### src/rtl/btu_pkg.sv
// btu_pkg: shared types and constants for the baud tick uart transceiver
// no dependencies; imported by every module under rtl/
package btu_pkg;

    typedef enum logic [2:0] {
        ACT_TICK      = 3'd0,
        ACT_WRITE_TX  = 3'd1,
        ACT_POP_RX    = 3'd2,
        ACT_CLR_READY = 3'd3,
        ACT_CLR_IRQ   = 3'd4
    } action_t;

    typedef enum logic [1:0] {
        PH_START = 2'd0,
        PH_DATA  = 2'd1,
        PH_STOP  = 2'd2,
        PH_EOF   = 2'd3
    } phase_t;

    localparam logic [2:0] REG_BAUD_DIVISOR  = 3'd0;
    localparam logic [2:0] REG_EIGHT_BIT     = 3'd1;
    localparam logic [2:0] REG_BLOCK_ENABLE  = 3'd2;
    localparam logic [2:0] REG_TX_ENABLE     = 3'd3;
    localparam logic [2:0] REG_RX_ENABLE     = 3'd4;
    localparam logic [2:0] REG_RX_IRQ_ENABLE = 3'd5;
    localparam logic [2:0] REG_TX_IRQ_ENABLE = 3'd6;

    localparam logic [3:0] CHAR_BITS_7 = 4'd7;
    localparam logic [3:0] CHAR_BITS_8 = 4'd8;

    typedef struct packed {
        logic [15:0] baud_divisor;
        logic        eight_bit_chars;
        logic        block_enable;
        logic        tx_enable;
        logic        rx_enable;
        logic        rx_irq_enable;
        logic        tx_irq_enable;
    } cfg_t;

    typedef struct packed {
        logic [2:0]  action;
        logic [15:0] cycles;
        logic        rx_level;
        logic [7:0]  tx_byte;
    } in_item_t;

    typedef struct packed {
        logic step;
        logic load;
    } tx_ctrl_t;

    typedef struct packed {
        logic commit;
        logic step;
        logic pop;
        logic clear_ready;
    } rx_ctrl_t;

    typedef struct packed {
        logic [7:0] popped_byte;
        logic       popped_valid;
        logic [7:0] io_byte;
        logic       ready;
        logic       stop_error;
        logic       overflow;
    } rx_stat_t;

    function automatic logic [3:0] char_bits(input logic eight_bit);
        return eight_bit ? CHAR_BITS_8 : CHAR_BITS_7;
    endfunction

endpackage

### src/rtl/btu_baud.sv
// btu_baud: cycle accumulator that fires one bit period when the divisor is reached
// depends on btu_pkg
module btu_baud (
    input  logic        clk,
    input  logic        rst_n,
    input  logic        tick,
    input  logic [15:0] cycles,
    input  logic [15:0] baud_divisor,
    output logic        bit_period
);
    import btu_pkg::*;

    logic [16:0] accum_reg;
    logic [16:0] accum_next;
    logic [16:0] sum;
    logic        hit;

    always_comb
    begin
        sum        = accum_reg + {1'b0, cycles};
        hit        = (sum >= {1'b0, baud_divisor});
        accum_next = accum_reg;
        if (tick)
        begin
            accum_next = hit ? '0 : sum;
        end
        bit_period = tick && hit;
    end

    always_ff @(posedge clk or negedge rst_n)
    begin
        if (!rst_n)
        begin
            accum_reg <= '0;
        end
        else
        begin
            accum_reg <= accum_next;
        end
    end

endmodule

### src/rtl/btu_tx.sv
// btu_tx: transmit shift register and frame sequencer, one step per bit period
// depends on btu_pkg
module btu_tx (
    input  logic            clk,
    input  logic            rst_n,
    input  btu_pkg::tx_ctrl_t ctrl,
    input  logic [7:0]      tx_byte,
    input  btu_pkg::cfg_t   cfg,
    output logic            tx_line,
    output logic            tx_empty,
    output logic            irq_raise
);
    import btu_pkg::*;

    phase_t     phase_reg;
    phase_t     phase_next;
    logic [3:0] bits_reg;
    logic [3:0] bits_next;
    logic [7:0] shift_reg;
    logic [7:0] shift_next;
    logic       line_reg;
    logic       line_next;
    logic       empty_reg;
    logic       empty_next;

    always_comb
    begin
        phase_next = phase_reg;
        bits_next  = bits_reg;
        shift_next = shift_reg;
        line_next  = line_reg;
        empty_next = empty_reg;
        irq_raise  = 1'b0;
        if (ctrl.load)
        begin
            shift_next = tx_byte;
            empty_next = 1'b0;
        end
        else if (ctrl.step && !empty_reg && cfg.tx_enable)
        begin
            unique case (phase_reg)
                PH_START:
                begin
                    line_next  = 1'b0;
                    phase_next = PH_DATA;
                end
                PH_DATA:
                begin
                    line_next  = shift_reg[0];
                    shift_next = {1'b0, shift_reg[7:1]};
                    bits_next  = bits_reg + 4'd1;
                    if (bits_next >= char_bits(cfg.eight_bit_chars))
                    begin
                        phase_next = PH_STOP;
                    end
                end
                PH_STOP:
                begin
                    line_next  = 1'b1;
                    phase_next = PH_EOF;
                end
                PH_EOF:
                begin
                    phase_next = PH_START;
                    bits_next  = '0;
                    empty_next = 1'b1;
                    irq_raise  = cfg.tx_irq_enable;
                end
                default:
                begin
                    phase_next = PH_START;
                end
            endcase
        end
    end

    always_ff @(posedge clk or negedge rst_n)
    begin
        if (!rst_n)
        begin
            phase_reg <= PH_START;
            bits_reg  <= '0;
            shift_reg <= '0;
            line_reg  <= 1'b1;
            empty_reg <= 1'b1;
        end
        else
        begin
            phase_reg <= phase_next;
            bits_reg  <= bits_next;
            shift_reg <= shift_next;
            line_reg  <= line_next;
            empty_reg <= empty_next;
        end
    end

    assign tx_line  = line_reg;
    assign tx_empty = empty_reg;

endmodule

### src/rtl/btu_rx.sv
// btu_rx: receive sequencer, receive fifo and received byte flags
// depends on btu_pkg
module btu_rx #(
    parameter int DEPTH = 8
) (
    input  logic                       clk,
    input  logic                       rst_n,
    input  btu_pkg::rx_ctrl_t          ctrl,
    input  logic                       rx_level,
    input  btu_pkg::cfg_t              cfg,
    output btu_pkg::rx_stat_t          stat,
    output logic [$clog2(DEPTH+1)-1:0] count,
    output logic                       irq_raise
);
    import btu_pkg::*;

    localparam int CNT_W = $clog2(DEPTH + 1);
    localparam int PTR_W = (DEPTH > 1) ? $clog2(DEPTH) : 1;

    logic [7:0]       mem [DEPTH];

    phase_t           phase_reg;
    phase_t           phase_next;
    logic [3:0]       bits_reg;
    logic [3:0]       bits_next;
    logic [7:0]       shift_reg;
    logic [7:0]       shift_next;
    logic [PTR_W-1:0] head_reg;
    logic [PTR_W-1:0] head_next;
    logic [PTR_W-1:0] tail_reg;
    logic [PTR_W-1:0] tail_next;
    logic [CNT_W-1:0] count_reg;
    logic [CNT_W-1:0] count_next;
    logic [7:0]       io_byte_reg;
    logic [7:0]       io_byte_next;
    logic             ready_reg;
    logic             ready_next;
    logic             stop_err_reg;
    logic             stop_err_next;
    logic             overflow_reg;
    logic             overflow_next;
    logic             popped_valid_reg;
    logic [7:0]       popped_byte_reg;
    logic             push;
    logic             pop_ok;

    always_comb
    begin
        phase_next    = phase_reg;
        bits_next     = bits_reg;
        shift_next    = shift_reg;
        head_next     = head_reg;
        tail_next     = tail_reg;
        count_next    = count_reg;
        io_byte_next  = io_byte_reg;
        ready_next    = ready_reg;
        stop_err_next = 1'b0;
        overflow_next = 1'b0;
        push          = 1'b0;
        pop_ok        = 1'b0;
        irq_raise     = 1'b0;
        if (ctrl.step && cfg.rx_enable)
        begin
            unique case (phase_reg)
                PH_START:
                begin
                    if (!rx_level)
                    begin
                        phase_next = PH_DATA;
                    end
                end
                PH_DATA:
                begin
                    if (!bits_reg[3])
                    begin
                        shift_next[bits_reg[2:0]] = shift_reg[bits_reg[2:0]] | rx_level;
                    end
                    bits_next = bits_reg + 4'd1;
                    if (bits_next >= char_bits(cfg.eight_bit_chars))
                    begin
                        phase_next = PH_STOP;
                    end
                end
                PH_STOP:
                begin
                    stop_err_next = !rx_level;
                    if (count_reg >= CNT_W'(DEPTH))
                    begin
                        overflow_next = 1'b1;
                    end
                    else
                    begin
                        push       = 1'b1;
                        tail_next  = (tail_reg == PTR_W'(DEPTH - 1)) ? '0 : tail_reg + 1'b1;
                        count_next = count_reg + 1'b1;
                    end
                    io_byte_next = shift_reg;
                    ready_next   = 1'b1;
                    phase_next   = PH_START;
                    bits_next    = '0;
                    shift_next   = '0;
                    irq_raise    = cfg.rx_irq_enable;
                end
                PH_EOF:
                begin
                    phase_next = phase_reg;
                end
                default:
                begin
                    phase_next = PH_START;
                end
            endcase
        end
        if (ctrl.pop && (count_reg != '0))
        begin
            pop_ok     = 1'b1;
            head_next  = (head_reg == PTR_W'(DEPTH - 1)) ? '0 : head_reg + 1'b1;
            count_next = count_reg - 1'b1;
        end
        if (ctrl.clear_ready)
        begin
            ready_next = 1'b0;
        end
    end

    always_ff @(posedge clk or negedge rst_n)
    begin
        if (!rst_n)
        begin
            phase_reg        <= PH_START;
            bits_reg         <= '0;
            shift_reg        <= '0;
            head_reg         <= '0;
            tail_reg         <= '0;
            count_reg        <= '0;
            io_byte_reg      <= '0;
            ready_reg        <= 1'b0;
            stop_err_reg     <= 1'b0;
            overflow_reg     <= 1'b0;
            popped_valid_reg <= 1'b0;
        end
        else if (ctrl.commit)
        begin
            phase_reg        <= phase_next;
            bits_reg         <= bits_next;
            shift_reg        <= shift_next;
            head_reg         <= head_next;
            tail_reg         <= tail_next;
            count_reg        <= count_next;
            io_byte_reg      <= io_byte_next;
            ready_reg        <= ready_next;
            stop_err_reg     <= stop_err_next;
            overflow_reg     <= overflow_next;
            popped_valid_reg <= pop_ok;
        end
    end

    // fifo storage, read data lands straight in the result field
    always_ff @(posedge clk)
    begin
        if (ctrl.commit && push)
        begin
            mem[tail_reg] <= shift_reg;
        end
        if (ctrl.commit)
        begin
            popped_byte_reg <= pop_ok ? mem[head_reg] : '0;
        end
    end

    always_comb
    begin
        stat.popped_byte  = popped_valid_reg ? popped_byte_reg : '0;
        stat.popped_valid = popped_valid_reg;
        stat.io_byte      = io_byte_reg;
        stat.ready        = ready_reg;
        stat.stop_error   = stop_err_reg;
        stat.overflow     = overflow_reg;
    end

    assign count = count_reg;

endmodule

### src/rtl/baud_tick_uart_transceiver_unit.sv
// baud_tick_uart_transceiver_unit: top level with input register, config registers,
// irq flags and result register; uses btu_pkg, btu_baud, btu_tx, btu_rx
//
//  channel  | signals                         | transfer when
//  ---------+---------------------------------+------------------------------
//  input    | s_tvalid s_tready s_tdata s_tuser | s_tvalid && s_tready
//  result   | m_tvalid m_tready m_tdata       | m_tvalid && m_tready
//  config   | cfg_valid cfg_ready cfg_index cfg_data | cfg_valid && cfg_ready
//
// one item per cycle sustained while m_tready is high; an item waits in the input
// register until it advances, which updates the result register and raises m_tvalid
// the transmitter, receiver and fifo state is the result register, updated once per item
// s_tready drops only while both registers hold an item and m_tready is low
// reset clears all but input item, popped byte and fifo storage; cfg_ready stays high
module baud_tick_uart_transceiver_unit #(
    parameter int RX_FIFO_DEPTH = 8
) (
    input  logic        clk,
    input  logic        rst_n,
    input  logic        s_tvalid,
    output logic        s_tready,
    input  logic [31:0] s_tdata,    // cycles[15:0], rx_level[16], tx_byte[24:17], zero
    input  logic [2:0]  s_tuser,    // action[2:0]
    output logic        m_tvalid,
    input  logic        m_tready,
    // tx_level[0], popped_byte[8:1], popped_valid[9], last_received[17:10],
    // rx_ready[18], tx_empty[19], irq_pending[20], irq_is_receive[21],
    // irq_is_transmit[22], rx_count[26:23], stop_error[27], rx_overflow[28], zero
    output logic [31:0] m_tdata,
    input  logic        cfg_valid,
    output logic        cfg_ready,
    input  logic [2:0]  cfg_index,
    input  logic [15:0] cfg_data
);
    import btu_pkg::*;

    localparam int CNT_W = $clog2(RX_FIFO_DEPTH + 1);

    cfg_t             cfg_reg;
    cfg_t             cfg_next;
    logic             in_valid_reg;
    logic             in_valid_next;
    in_item_t         in_item_reg;
    in_item_t         in_item_next;
    logic             out_valid_reg;
    logic             out_valid_next;
    logic             irq_pend_reg;
    logic             irq_pend_next;
    logic             irq_rx_reg;
    logic             irq_rx_next;
    logic             irq_tx_reg;
    logic             irq_tx_next;
    logic             advance;
    logic             bit_period;
    logic             tx_line;
    logic             tx_empty;
    logic             tx_irq;
    logic             rx_irq;
    tx_ctrl_t         tx_ctrl;
    rx_ctrl_t         rx_ctrl;
    rx_stat_t         rx_stat;
    logic [CNT_W-1:0] rx_count_full;

    assign advance   = in_valid_reg && (!out_valid_reg || m_tready);
    assign s_tready  = !in_valid_reg || !out_valid_reg || m_tready;
    assign cfg_ready = 1'b1;

    always_comb
    begin
        cfg_next = cfg_reg;
        if (cfg_valid)
        begin
            unique case (cfg_index)
                REG_BAUD_DIVISOR:  cfg_next.baud_divisor    = cfg_data;
                REG_EIGHT_BIT:     cfg_next.eight_bit_chars = cfg_data[0];
                REG_BLOCK_ENABLE:  cfg_next.block_enable    = cfg_data[0];
                REG_TX_ENABLE:     cfg_next.tx_enable       = cfg_data[0];
                REG_RX_ENABLE:     cfg_next.rx_enable       = cfg_data[0];
                REG_RX_IRQ_ENABLE: cfg_next.rx_irq_enable   = cfg_data[0];
                REG_TX_IRQ_ENABLE: cfg_next.tx_irq_enable   = cfg_data[0];
                default:           cfg_next = cfg_reg;
            endcase
        end
    end

    always_comb
    begin
        in_valid_next = in_valid_reg;
        in_item_next  = in_item_reg;
        if (s_tvalid && s_tready)
        begin
            in_valid_next         = 1'b1;
            in_item_next.action   = s_tuser;
            in_item_next.cycles   = s_tdata[15:0];
            in_item_next.rx_level = s_tdata[16];
            in_item_next.tx_byte  = s_tdata[24:17];
        end
        else if (advance)
        begin
            in_valid_next = 1'b0;
        end

        out_valid_next = out_valid_reg;
        if (advance)
        begin
            out_valid_next = 1'b1;
        end
        else if (m_tready)
        begin
            out_valid_next = 1'b0;
        end
    end

    // action decode
    always_comb
    begin
        tx_ctrl.step        = advance && bit_period && cfg_reg.block_enable;
        tx_ctrl.load        = advance && (in_item_reg.action == ACT_WRITE_TX);
        rx_ctrl.commit      = advance;
        rx_ctrl.step        = advance && bit_period && cfg_reg.block_enable;
        rx_ctrl.pop         = advance && (in_item_reg.action == ACT_POP_RX);
        rx_ctrl.clear_ready = advance && (in_item_reg.action == ACT_CLR_READY);
    end

    always_comb
    begin
        irq_pend_next = irq_pend_reg;
        irq_rx_next   = irq_rx_reg;
        irq_tx_next   = irq_tx_reg;
        priority if (rx_irq)
        begin
            irq_pend_next = 1'b1;
            irq_rx_next   = 1'b1;
            irq_tx_next   = 1'b0;
        end
        else if (tx_irq)
        begin
            irq_pend_next = 1'b1;
            irq_rx_next   = 1'b0;
            irq_tx_next   = 1'b1;
        end
        else if (advance && (in_item_reg.action == ACT_CLR_IRQ))
        begin
            irq_pend_next = 1'b0;
            irq_rx_next   = 1'b0;
            irq_tx_next   = 1'b0;
        end
        else
        begin
            irq_pend_next = irq_pend_reg;
        end
    end

    always_ff @(posedge clk or negedge rst_n)
    begin
        if (!rst_n)
        begin
            cfg_reg       <= '0;
            in_valid_reg  <= 1'b0;
            out_valid_reg <= 1'b0;
            irq_pend_reg  <= 1'b0;
            irq_rx_reg    <= 1'b0;
            irq_tx_reg    <= 1'b0;
        end
        else
        begin
            cfg_reg       <= cfg_next;
            in_valid_reg  <= in_valid_next;
            out_valid_reg <= out_valid_next;
            irq_pend_reg  <= irq_pend_next;
            irq_rx_reg    <= irq_rx_next;
            irq_tx_reg    <= irq_tx_next;
        end
    end

    always_ff @(posedge clk)
    begin
        in_item_reg <= in_item_next;
    end

    btu_baud u_baud (
        .clk          (clk),
        .rst_n        (rst_n),
        .tick         (advance && (in_item_reg.action == ACT_TICK)),
        .cycles       (in_item_reg.cycles),
        .baud_divisor (cfg_reg.baud_divisor),
        .bit_period   (bit_period)
    );

    btu_tx u_tx (
        .clk       (clk),
        .rst_n     (rst_n),
        .ctrl      (tx_ctrl),
        .tx_byte   (in_item_reg.tx_byte),
        .cfg       (cfg_reg),
        .tx_line   (tx_line),
        .tx_empty  (tx_empty),
        .irq_raise (tx_irq)
    );

    btu_rx #(
        .DEPTH (RX_FIFO_DEPTH)
    ) u_rx (
        .clk       (clk),
        .rst_n     (rst_n),
        .ctrl      (rx_ctrl),
        .rx_level  (in_item_reg.rx_level),
        .cfg       (cfg_reg),
        .stat      (rx_stat),
        .count     (rx_count_full),
        .irq_raise (rx_irq)
    );

    assign m_tvalid = out_valid_reg;
    assign m_tdata  = {
        3'b000,
        rx_stat.overflow,
        rx_stat.stop_error,
        4'(rx_count_full),
        irq_tx_reg,
        irq_rx_reg,
        irq_pend_reg,
        tx_empty,
        rx_stat.ready,
        rx_stat.io_byte,
        rx_stat.popped_valid,
        rx_stat.popped_byte,
        tx_line
    };

    a_irq_type_consistent: assert property (@(posedge clk) disable iff (!rst_n)
        ((irq_rx_reg || irq_tx_reg) == irq_pend_reg) && !(irq_rx_reg && irq_tx_reg))
        else $error("irq type flags disagree with pending flag");

    a_overflow_only_when_full: assert property (@(posedge clk) disable iff (!rst_n)
        rx_stat.overflow |-> (rx_count_full == CNT_W'(RX_FIFO_DEPTH)))
        else $error("overflow reported with room in the fifo");

    a_input_held_while_stalled: assert property (@(posedge clk) disable iff (!rst_n)
        (in_valid_reg && !advance) |=> (in_valid_reg && $stable(in_item_reg)))
        else $error("pending input item lost while stalled");

endmodule

### config.mk
export PLATFORM = sky130hd
export DESIGN_NAME = baud_tick_uart_transceiver_unit
export DESIGN_NICKNAME = d
export VERILOG_FILES = /design/src/rtl/btu_pkg.sv /design/src/rtl/btu_baud.sv /design/src/rtl/btu_tx.sv /design/src/rtl/btu_rx.sv /design/src/rtl/baud_tick_uart_transceiver_unit.sv
export SDC_FILE = /design/constraint.sdc
export NUM_CORES = 1
export LEC_CHECK = 0
export BUFFER_PORTS_ARGS = -buffer_cell sky130_fd_sc_hd__buf_2
export CAP_MARGIN = 20
export CORE_AREA = 2 2 173 175
export DETAILED_ROUTE_END_ITERATION = 10
export DIE_AREA = 0 0 175 177
export PLACE_DENSITY = 0.58
export REMOVE_ABC_BUFFERS = 1
export SLEW_MARGIN = 20
export SYNTH_ARGS = -nofsm -noshare
export SYNTH_HDL_FRONTEND = slang
export SYNTH_SLANG_ARGS = --single-unit
### constraint.sdc
create_clock -name clk -period 4.35 [get_ports clk]
set_input_delay 0.435 -clock clk [delete_from_list [all_inputs] [get_ports clk]]
set_output_delay 0.435 -clock clk [all_outputs]
set_load 0.02 [all_outputs]
==> results.md <==
- Area of the multi-input gates: approximately 3900 um^2
- Status: finished, final reports clean
- Core area: slightly below 30,000 um^2
- Max_cap viols: 0
- Mapped Cells: between 700 and 800
- Critical path type: reg2reg
- Place WS: -4.20 ps
- Hold Vio Cnt, Final: 0
- Initial antenna violation count: 0
- 1st-pass router iterations: 4
- Post-synth top cells: edfxtp_1, dfrtp_1, nand2_1
- Most frequent cell after synthesis: edfxtp_1
- Drc violations: 0
- Top_reg_cell synth: edfxtp_1
- Fin. max-slew vios: 0
- Leak: between 4 and 5 nW
- Max VDD drop: between 0.0002 and 0.00025 V
- Post-route design area: 11,200 um^2
- Largest register FFs: between 60 and 70
- Overflow after GRT: 0
- First-pass GRT wire length: about 32 mm
- DIE AREA: 31,000 um^2
- Syn. warnings: 0
- Average routed wire per standard cell: approximately 16 um
- Post-Synth XOR/XNOR Area: 1.83%
- WL met2: approximately 9.3 mm
- Initial core utilization: approximately 33%
- CP endpoint kind: flop
- Clock share of power: a little over a quarter
- Total power: between 6 and 7 mW
- Layout Area Growth over Synthesis: 17.8%
- Slew HR: between 40% and 50%
- Site row count: 63
- Netlist cell types: 62
- Max frequency: 242 MHz
- Hold Path Class: in2reg
- Mux contribution to synthesized area: under 10%
- Layout Nets: 992
- Ant diodes: 0
- Filler cell count: about 2,800
- Net Sw Frac: 36.7%
- Post-synth EDFFs: 100
- Adder-cell share of the synthesized area: roughly 8%
- Sw power: roughly 2.3 mW
- Power Density: about 550 nW/um^2
- Share of cells above drive strength 1: between 20% and 30%
- Sequential cell area: 5410 um^2
- Fin crit share: a little over nine tenths
- Setup violators final: 0
- Simple-Gate Fraction of Synth Area: 11.1%
- Post-synth ARST share: roughly half
- Ranking of synthesized cells by area: edfxtp_1, dfrtp_1, ha_1, mux4_2, nand2_1
- Least-Margin Pin Slew: about 830 ps
- IO Pins: 94
- Worst-Skew Late Latency: around 440 ps
- Vias per inst: 4.75
- Root Buffer: clkbuf_16
- Die Width: 175 um
- I/O Buffers: slightly above 80
- Largest net degree at the start of global routing: between 70 and 80
- DRT iter0 DRCs: 312
- Startpoint types: flop
- Synth area leader: edfxtp_1
- RSZ-0062 raised after global routing: false
- Clk buf depth: 2
- Tot GR Track Use: 13.4%
- Top cell type's share of synthesized area: a little under a third
- Uppermost layer routed: met4
- Htree depth: 4
- CTS sink cnt: 196
- CTS tree: yes
- Chip height: between 150 and 200 um
- Met3 WL: between 700 and 800 um
- Clk pin slew, worst setup/hold paths: about 80 ps
- Routed met1 length: between 9 and 10 mm
- Crit Path Max Fanout: 7
- Combinational share of power: between 30% and 40%
- Util after Layout: 38.4%
- Largest family of logic cells by synthesized area: simple AND/OR/NAND/NOR gates
- GPL Wtd Cong: roughly 0.82
- Worst Skew: ~12 ps
- Register area share after synthesis: between 50% and 60%
- Synthesis-stage register bit count: a little under 200
- DP HPWL: roughly 14 mm
- Number of global-route vias before repair: between 6,000 and 7,000
- Arr. time, crit path: approximately 4500 ps
- Clock period minus worst slack: approximately 4100 ps
- Setup WS post-layout: ~220 ps
- Post-Syn Area: about 9500 um^2
- Synth Area in Compound Gates: ~10%
- Setup TNS: 0 ps
- Worst EP required: roughly 4700 ps
- Sequential power share: 38.7%
- Cell Int Power: between 3 and 4 mW
- Routed Antenna Nets: 0
- Syn Area/Cell: about 12 um^2
- Total CTS buffers: 17
- Placed inst area: roughly 10,000 um^2
- Vias: about 6,000
- WL final: 19.8 mm
path summary, 6_finish.rpt:
path	from	to	slack, ps	cells past startpoint
min in group asynchronous	rst_n	cfg_reg[19]	410	2
worst min register to register	u_baud.accum_reg[11]	u_baud.accum_reg[11]	490	2
worst max register to register	in_item_reg[12]	u_tx.phase_reg[1]	220	17
worst min-delay path	s_tdata[23]	in_item_reg[6]	170	1
max in group asynchronous	rst_n	u_rx.shift_reg[3]	2970	4
worst max-delay path	in_item_reg[12]	u_tx.phase_reg[1]	220	17
cell type report:
| class | count | area share, % |
|---|---|---|
| inverter | 42 | 1.40 |
| tap | 390 | 4.35 |
| clock buffer | 17 | 3.79 |
| multi-input combinational | 505 | 34.3 |
| timing repair buffer | 113 | 6.21 |
| sequential | 196 | 48.2 |
| clock inverter | 15 | 1.71 |
cell families (layout without fill, tap and decap cells):
kind of cell / count (synthesis) / after routing
AND/OR/NAND/NOR: 215 / 215
flip-flops: 196 / 196
AO/OA/AOI/OAI: 149 / 149
buffers and inverters: 80 / 187
multiplexers: 60 / 60
adder cells (fa/ha/maj): 58 / 58
XOR/XNOR: 19 / 19
other: 2 / 4
cells in the final DEF, fill, tap and decap left out, types with 9 or more instances in the layout:
master / synthesis / routed
a21oi_1: 41 / 38
and2_1: 10 / 10
buf_2: 5 / 81
buf_4: 13 / 27
clkbuf_16: 0 / 17
dfrtp_1: 94 / 94
edfxtp_1: 100 / 100
ha_1: 56 / 56
inv_1: 42 / 42
mux2_2: 21 / 21
mux2i_1: 23 / 23
mux4_2: 16 / 16
nand2_1: 80 / 80
nand2b_1: 12 / 12
nand3_1: 11 / 10
nor2_1: 47 / 46
nor3_1: 14 / 12
o21ai_0: 49 / 48
o41ai_1: 10 / 9
xnor2_1: 13 / 13
power by group through the flow:
stage	clock [mW]	sequential, mW	combinational [mW]
floorplan	0	2.41	1.43
global placement	0	2.41	2.07
detailed placement	0	2.42	2.09
CTS	1.65	2.38	2.11
global route	1.73	2.41	2.46
finish	1.60	2.38	2.17
through the flow:
| step | hold slack [ps] | instances |
|---|---|---|
| floorplan | 139 | 743 |
| global placement | 457 | 1242 |
| detailed placement | 466 | 1242 |
| CTS | 151 | 1274 |
| global route | 150 | 1278 |
| finish | 167 | 1278 |
what timing repair did:
item                                    CTS  global route
resized for setup                         2            17
pin swaps                                 0             3
endpoints found under the setup margin    2            87
setup buffers                             0             1
hold buffers                              0             1
cloned                                    0             1
hold endpoints to repair                  0            18
metal layers:
metal	global-route usage, %	up-vias
met5	0	-
met4	4.27	0
met3	2.34	23
met2	21.6	112
met1	18.3	2925
li1	-	3012
critical path, cell delays in order, from the launching register on:
cell      delay, ps
edfxtp_1        420
ha_1            370
nand2_1          80
o211a_1         220
or2_2           340
o311a_1         410
o31ai_2         240
a21oi_1         110
xnor2_1         200
ha_1            230
a21oi_1          60
a21oi_2         180
o21ai_2         110
and2_4          180
buf_4           170
a311oi_1        210
buf_4           170
mux2_2          320
No activity file was read; power rests on OpenSTA's default activity.
